`src/rtl/core/xeue_pkg.sv`:
```
package xeue_pkg;

  localparam int QueueDepthDefault = 4;

  localparam logic [15:0] OneByteMax = 16'h007F;
  localparam logic [15:0] TwoByteMax = 16'h07FF;

  localparam logic [7:0] Lead2 = 8'hC0;
  localparam logic [7:0] Lead3 = 8'hE0;
  localparam logic [7:0] Cont  = 8'h80;
  localparam logic [5:0] Low6  = 6'h3F;

  typedef enum logic [2:0] {
    KIND_UTF1,
    KIND_UTF2,
    KIND_UTF3,
    KIND_AMP,
    KIND_LT,
    KIND_GT,
    KIND_QUOT,
    KIND_APOS
  } kind_t;

  typedef struct packed {
    kind_t       kind;
    logic [2:0]  len;
    logic [15:0] cp;
  } desc_t;

  function automatic logic [2:0] kind_len(input kind_t kind);
    logic [2:0] n;
    unique case (kind)
      KIND_UTF1:             n = 3'd1;
      KIND_UTF2:             n = 3'd2;
      KIND_UTF3:             n = 3'd3;
      KIND_LT, KIND_GT:      n = 3'd4;
      KIND_AMP:              n = 3'd5;
      KIND_QUOT, KIND_APOS:  n = 3'd6;
      default:               n = 3'd1;
    endcase
    return n;
  endfunction

  function automatic logic [7:0] entity_char(input kind_t kind, input logic [2:0] idx);
    logic [7:0] c;
    c = 8'h3B;
    if (idx == 3'd0) begin
      c = 8'h26;
    end else begin
      unique case (kind)
        KIND_AMP: begin
          case (idx)
            3'd1:    c = 8'h61;
            3'd2:    c = 8'h6D;
            3'd3:    c = 8'h70;
            default: c = 8'h3B;
          endcase
        end
        KIND_LT: begin
          case (idx)
            3'd1:    c = 8'h6C;
            3'd2:    c = 8'h74;
            default: c = 8'h3B;
          endcase
        end
        KIND_GT: begin
          case (idx)
            3'd1:    c = 8'h67;
            3'd2:    c = 8'h74;
            default: c = 8'h3B;
          endcase
        end
        KIND_QUOT: begin
          case (idx)
            3'd1:    c = 8'h71;
            3'd2:    c = 8'h75;
            3'd3:    c = 8'h6F;
            3'd4:    c = 8'h74;
            default: c = 8'h3B;
          endcase
        end
        KIND_APOS: begin
          case (idx)
            3'd1:    c = 8'h61;
            3'd2:    c = 8'h70;
            3'd3:    c = 8'h6F;
            3'd4:    c = 8'h73;
            default: c = 8'h3B;
          endcase
        end
        default: c = 8'h3B;
      endcase
    end
    return c;
  endfunction

  function automatic logic [7:0] unit_byte(input desc_t d, input logic [2:0] idx);
    logic [7:0] b;
    unique case (d.kind)
      KIND_UTF1: b = d.cp[7:0];
      KIND_UTF2: b = (idx == 3'd0) ? (Lead2 | {3'b000, d.cp[10:6]})
                                   : (Cont | {2'b00, d.cp[5:0] & Low6});
      KIND_UTF3: begin
        case (idx)
          3'd0:    b = Lead3 | {4'h0, d.cp[15:12]};
          3'd1:    b = Cont | {2'b00, d.cp[11:6] & Low6};
          default: b = Cont | {2'b00, d.cp[5:0] & Low6};
        endcase
      end
      default:   b = entity_char(d.kind, idx);
    endcase
    return b;
  endfunction

endpackage

```
`src/rtl/core/xeue_front.sv`:
```
module xeue_front import xeue_pkg::*; (
  input  logic [15:0] code_point,
  output desc_t       desc
);

  kind_t kind;

  always_comb begin
    unique case (code_point)
      16'h0026: kind = KIND_AMP;
      16'h003C: kind = KIND_LT;
      16'h003E: kind = KIND_GT;
      16'h0022: kind = KIND_QUOT;
      16'h0027: kind = KIND_APOS;
      default: begin
        if (code_point <= OneByteMax) begin
          kind = KIND_UTF1;
        end else if (code_point <= TwoByteMax) begin
          kind = KIND_UTF2;
        end else begin
          kind = KIND_UTF3;
        end
      end
    endcase
  end

  assign desc.kind = kind;
  assign desc.len  = kind_len(kind);
  assign desc.cp   = code_point;

endmodule

```
`src/rtl/core/xeue_queue.sv`:
```
module xeue_queue import xeue_pkg::*; #(
  parameter int DEPTH = QueueDepthDefault
) (
  input  logic  clk,
  input  logic  rst,
  input  logic  push,
  input  desc_t push_data,
  input  logic  pop,
  output desc_t head,
  output logic  empty,
  output logic  full
);

  localparam int PtrW = (DEPTH > 1) ? $clog2(DEPTH) : 1;
  localparam int CntW = $clog2(DEPTH + 1);
  localparam logic [PtrW-1:0] LastPtr = PtrW'(DEPTH - 1);
  localparam logic [CntW-1:0] FullCnt = CntW'(DEPTH);

  desc_t           slots [DEPTH];
  logic [PtrW-1:0] wr_ptr;
  logic [PtrW-1:0] rd_ptr;
  logic [CntW-1:0] count;

  assign empty = (count == '0);
  assign full  = (count == FullCnt);
  assign head  = slots[rd_ptr];

  always_ff @(posedge clk) begin
    if (push) begin
      slots[wr_ptr] <= push_data;
    end
  end

  always_ff @(posedge clk) begin
    if (rst) begin
      wr_ptr <= '0;
      rd_ptr <= '0;
      count  <= '0;
    end else begin
      if (push) begin
        wr_ptr <= (wr_ptr == LastPtr) ? '0 : wr_ptr + PtrW'(1);
      end
      if (pop) begin
        rd_ptr <= (rd_ptr == LastPtr) ? '0 : rd_ptr + PtrW'(1);
      end
      if (push && !pop) begin
        count <= count + CntW'(1);
      end else if (pop && !push) begin
        count <= count - CntW'(1);
      end
    end
  end

endmodule

```
`src/rtl/core/xeue_back.sv`:
```
module xeue_back import xeue_pkg::*; (
  input  logic       clk,
  input  logic       rst,
  input  desc_t      head,
  input  logic       empty,
  output logic       pop,
  output logic       valid,
  output logic [7:0] out_byte,
  output logic       last
);

  logic [2:0] idx;
  logic [2:0] idx_next;
  logic       final_byte;

  assign final_byte = (idx == head.len - 3'd1);
  assign pop        = !empty && final_byte;

  always_comb begin
    idx_next = idx;
    if (!empty) begin
      idx_next = final_byte ? 3'd0 : idx + 3'd1;
    end
  end

  always_ff @(posedge clk) begin
    if (rst) begin
      idx   <= 3'd0;
      valid <= 1'b0;
    end else begin
      idx   <= idx_next;
      valid <= !empty;
    end
  end

  always_ff @(posedge clk) begin
    out_byte <= unit_byte(head, idx);
    last     <= final_byte;
  end

endmodule

```
`src/rtl/core/xml_escape_utf8_encoder_core.sv`:
```
// Escapes and UTF-8 encodes one 16-bit code point per start transfer, emitting one byte per
// cycle on out_byte while any character is queued, with valid high on each byte and last on
// the final byte of each character; the receiver cannot stall. A character yields 1 to 3
// UTF-8 bytes or a 4 to 6 byte entity, all sent before the next character's bytes, and its
// first byte goes through a queue slot and then the output register. Characters are classified
// on entry and held in a small queue of QUEUE_DEPTH entries; busy is high only while that queue
// is full, so sustained throughput is set by the byte sequencer at one output byte per cycle.
module xml_escape_utf8_encoder_core import xeue_pkg::*; #(
  parameter int QUEUE_DEPTH = QueueDepthDefault
) (
  input  logic        clk,
  input  logic        rst,
  input  logic        start,
  output logic        busy,
  input  logic [15:0] code_point,
  output logic        valid,
  output logic [7:0]  out_byte,
  output logic        last
);

  desc_t desc;
  desc_t head;
  logic  empty;
  logic  full;
  logic  pop;
  logic  push;

  assign busy = full;
  assign push = start && !full;

  xeue_front u_front (
    .code_point (code_point),
    .desc       (desc)
  );

  xeue_queue #(
    .DEPTH (QUEUE_DEPTH)
  ) u_queue (
    .clk       (clk),
    .rst       (rst),
    .push      (push),
    .push_data (desc),
    .pop       (pop),
    .head      (head),
    .empty     (empty),
    .full      (full)
  );

  xeue_back u_back (
    .clk      (clk),
    .rst      (rst),
    .head     (head),
    .empty    (empty),
    .pop      (pop),
    .valid    (valid),
    .out_byte (out_byte),
    .last     (last)
  );

endmodule

```
`config.mk`:
```
export PLATFORM = sky130hd
export DESIGN_NAME = xml_escape_utf8_encoder_core
export DESIGN_NICKNAME = d
export VERILOG_FILES = /design/src/rtl/core/xeue_pkg.sv /design/src/rtl/core/xeue_front.sv /design/src/rtl/core/xeue_queue.sv /design/src/rtl/core/xeue_back.sv /design/src/rtl/core/xml_escape_utf8_encoder_core.sv
export SDC_FILE = /design/constraint.sdc
export NUM_CORES = 1
export LEC_CHECK = 0
export BUFFER_PORTS_ARGS = -buffer_cell sky130_fd_sc_hd__buf_2
export CAP_MARGIN = 25
export CORE_MARGIN = 4
export CORE_UTILIZATION = 60
export DETAILED_ROUTE_END_ITERATION = 6
export PLACE_DENSITY = 0.85
export SETUP_SLACK_MARGIN = 0.02
export SKIP_LAST_GASP = 1
export SYNTH_ARGS = -nofsm -noshare
export SYNTH_HDL_FRONTEND = slang
export SYNTH_HIERARCHICAL = 1
export SYNTH_SLANG_ARGS = --single-unit
export TNS_END_PERCENT = 50
```
`constraint.sdc`:
```
create_clock -name clk -period 7.3 [get_ports clk]
set_input_delay 1.095 -clock clk [delete_from_list [all_inputs] [get_ports clk]]
set_output_delay 1.095 -clock clk [all_outputs]
set_load 0.02 [all_outputs]
```
==> results.tsv <==
metric	value	unit
tns	0	ns
syn_to_final_growth	6.704	%
avgSynthCellArea	14.81	um^2
place_area	5320	um^2
diodes	0	
finalInstanceArea	5517	um^2
min_path_cells	2	
synth_nets	383	
num_rows	33	
path_depth	12	
first_pass_iters	5	
crit_fanout	22	
syn-instance-count	349	
avgRoutedWirePerCell	20.21	um
peakVddDrop	124.6	uV
synth_top_family_by_area	multiplexers	
synth.most_common_cell	edfxtp_1	
cts_inserted_buffers	9	
htreeDepth	3	
muxShareOfSynthArea	11.69	%
critPathCaptureType	register	
finClkSkew	0.01222	ns
grt_pass1_wl	15360	um
cp_top_family	flip-flops	
netlist_area	5170	um^2
portBuffers	29	
cts.hold.buffers_added	0	
synth_seq_cells	110	
place_congestion	0.8213	
synthAdderAreaFrac	3.775	%
timing.critical_path.mode_cell	inv_1	
cts_sinks	110	
crit_arrival	4.00	ns
drive_above_1_share	22.68	%
dp.final_hpwl	6592	um
startpoint_type	register	
yosys_most_used_dff	edfxtp_1	
r2r_cells	12	
yosysUniqueCellTypes	67	
path_cells	mux4_2 > inv_1 > ha_1 > xor3_1 > nor4_1 > inv_1 > ha_1 > inv_1 > fa_1 > xor2_1 > or3_1 > a21oi_1	
die_area	10170	um^2
fillers	566	
rsz0062_at_grt	false	
detail-route-antenna-nets	0	
drtIter0Drc	223	
async_flop_share	0	%
ys_seq_area_share	59.63	%
drc	0	
slew_violations	0	
power_density	320.3	nW/um^2
synth-edff-count	88	
synth_compound_area_share	8.640	%
cp_num_buf_inv	3	
cpPeakStageDelay	0.98	ns
nets	395	
grt_max_degree	27	
synth-simple-area-share	9.535	%
die_w	100.8	um
grt_pass1_vias	2944	
vias	2943	
min-delay-path-class	reg -> reg	
status	finished, final reports clean	
synth_top_cell_area_share	51.11	%
hold_viol	0	
synthTopCellsByArea	edfxtp_1 (51%), mux4_2 (8.7%), dfxtp_1 (8.5%), ha_1 (3.4%), buf_4 (2.9%)	
p_leak	1.914	nW
setup_viol	0	
crit_required	7.60	ns
cp_slowest_cell	dfxtp_1	
setup_slack	3.596	ns
clock_latency	0.36	ns
clk_path_buf_depth	2	
synth-xor-area-share	1.307	%
post-place-ws	3.570	ns
root_buffer	clkbuf_8	
period_share	50.75	%
slew_headroom	33.91	%
antenna_found_initial	0	
cts_tree	built	
ios	30	
min_period	3.704	ns
cts_setup_buffers	0	
wl	9519	um
path_class	reg -> reg	
ys_warn_count	6	
worst_pin_slew	0.9901	ns
final_util	66.47	%
core-area	8299	um^2
cts.clk_slew.worst_paths	0.11	ns
floorplan.initialDensity	62.29	%
cts-resized-gates	0	
netlist.top_cell.by_area	edfxtp_1	
drv_cap	0	
viasPerCell	6.248	
grt_overflow	0	
track_usage	19.93	%
synth_commonest_cells	edfxtp_1 (88), nor2_1 (24), dfxtp_1 (22)	
die_y	100.8	um
clock.fmax	269.9	MHz
-- registers in the layout, indices dropped and copies added (netlist names), named ones only --
name and flops:
u_back/idx 3, u_back/last 1, u_back/out_byte 8, u_back/valid 1
u_queue/count 3, u_queue/rd_ptr 2, u_queue/slots 88, u_queue/wr_ptr 2
-- cell families after synthesis --
family | after synthesis
fa+ha+maj | 15
simple gates | 82
xor+xnor | 6
flops | 110
mux | 32
compound gates | 58
buf+inv | 46
-- final cells by class --
class | instances | area [um^2] | area share [%]
clock inverter | 7 | 72.57 | 1.315
tap | 105 | 131.4 | 2.381
inverter | 13 | 48.80 | 0.8846
timing repair buffer | 34 | 250.2 | 4.536
clock buffer | 9 | 123.9 | 2.245
sequential | 110 | 3083 | 55.89
multi-input combinational | 193 | 1807 | 32.75
-- per-layer routing --
layer,part of all wire [%],global-route usage [%],vias to the layer above
li1,-,-,1360
met1,42,27.20,1484
met2,51,32.51,89
met3,5.6,4.429,10
met4,1.3,5.492,0
met5,0,0,-
-- worst min-delay path: cells and delay by family (launching register included) --
family	cells	cell delay [ns]
flip-flops	1	0.34
AO/OA/AOI/OAI	2	0.14
-- cells in the final DEF (no fill, tap or decap), types with 4 or more instances in the layout --
cell type / netlist / routed
a21oi_1: 8 / 8
a22oi_1: 5 / 5
and2_1: 4 / 4
buf_2: 8 / 29
clkbuf_8: 0 / 9
dfxtp_1: 22 / 22
edfxtp_1: 88 / 88
ha_1: 14 / 14
inv_1: 13 / 13
mux2i_1: 9 / 9
mux4_2: 20 / 20
nand2_1: 5 / 5
nand2b_1: 9 / 9
nor2_1: 24 / 24
nor3_1: 8 / 8
nor3b_1: 4 / 4
o21ai_0: 10 / 10
-- stage by stage --
stage	total power [mW]	std cells	hold WS [ns]
after floorplan	1.292	349	0.4603
after global placement	1.387	451	0.4815
after detailed placement	1.422	455	0.5060
after CTS	1.769	471	0.5214
after global routing	1.872	471	0.5484
final	1.767	471	0.5182
-- worst paths after layout --
check / start / endpoint / slack [ns]
worst max-delay path: register / u_queue/count[2] / 3.60
worst min register to register: u_queue/count[2] / u_queue/count[2] / 0.52
worst min-delay path: u_queue/count[2] / u_queue/count[2] / 0.52
worst max register to register: register / u_queue/count[2] / 3.60
-- power breakdown --
group	switching [mW]	total [mW]	internal, mW
combinational	0.352	0.609	0.257
clock	0.218	0.353	0.135
sequential	0.0376	0.805	0.767
No activity file was read; power rests on OpenSTA's default activity.
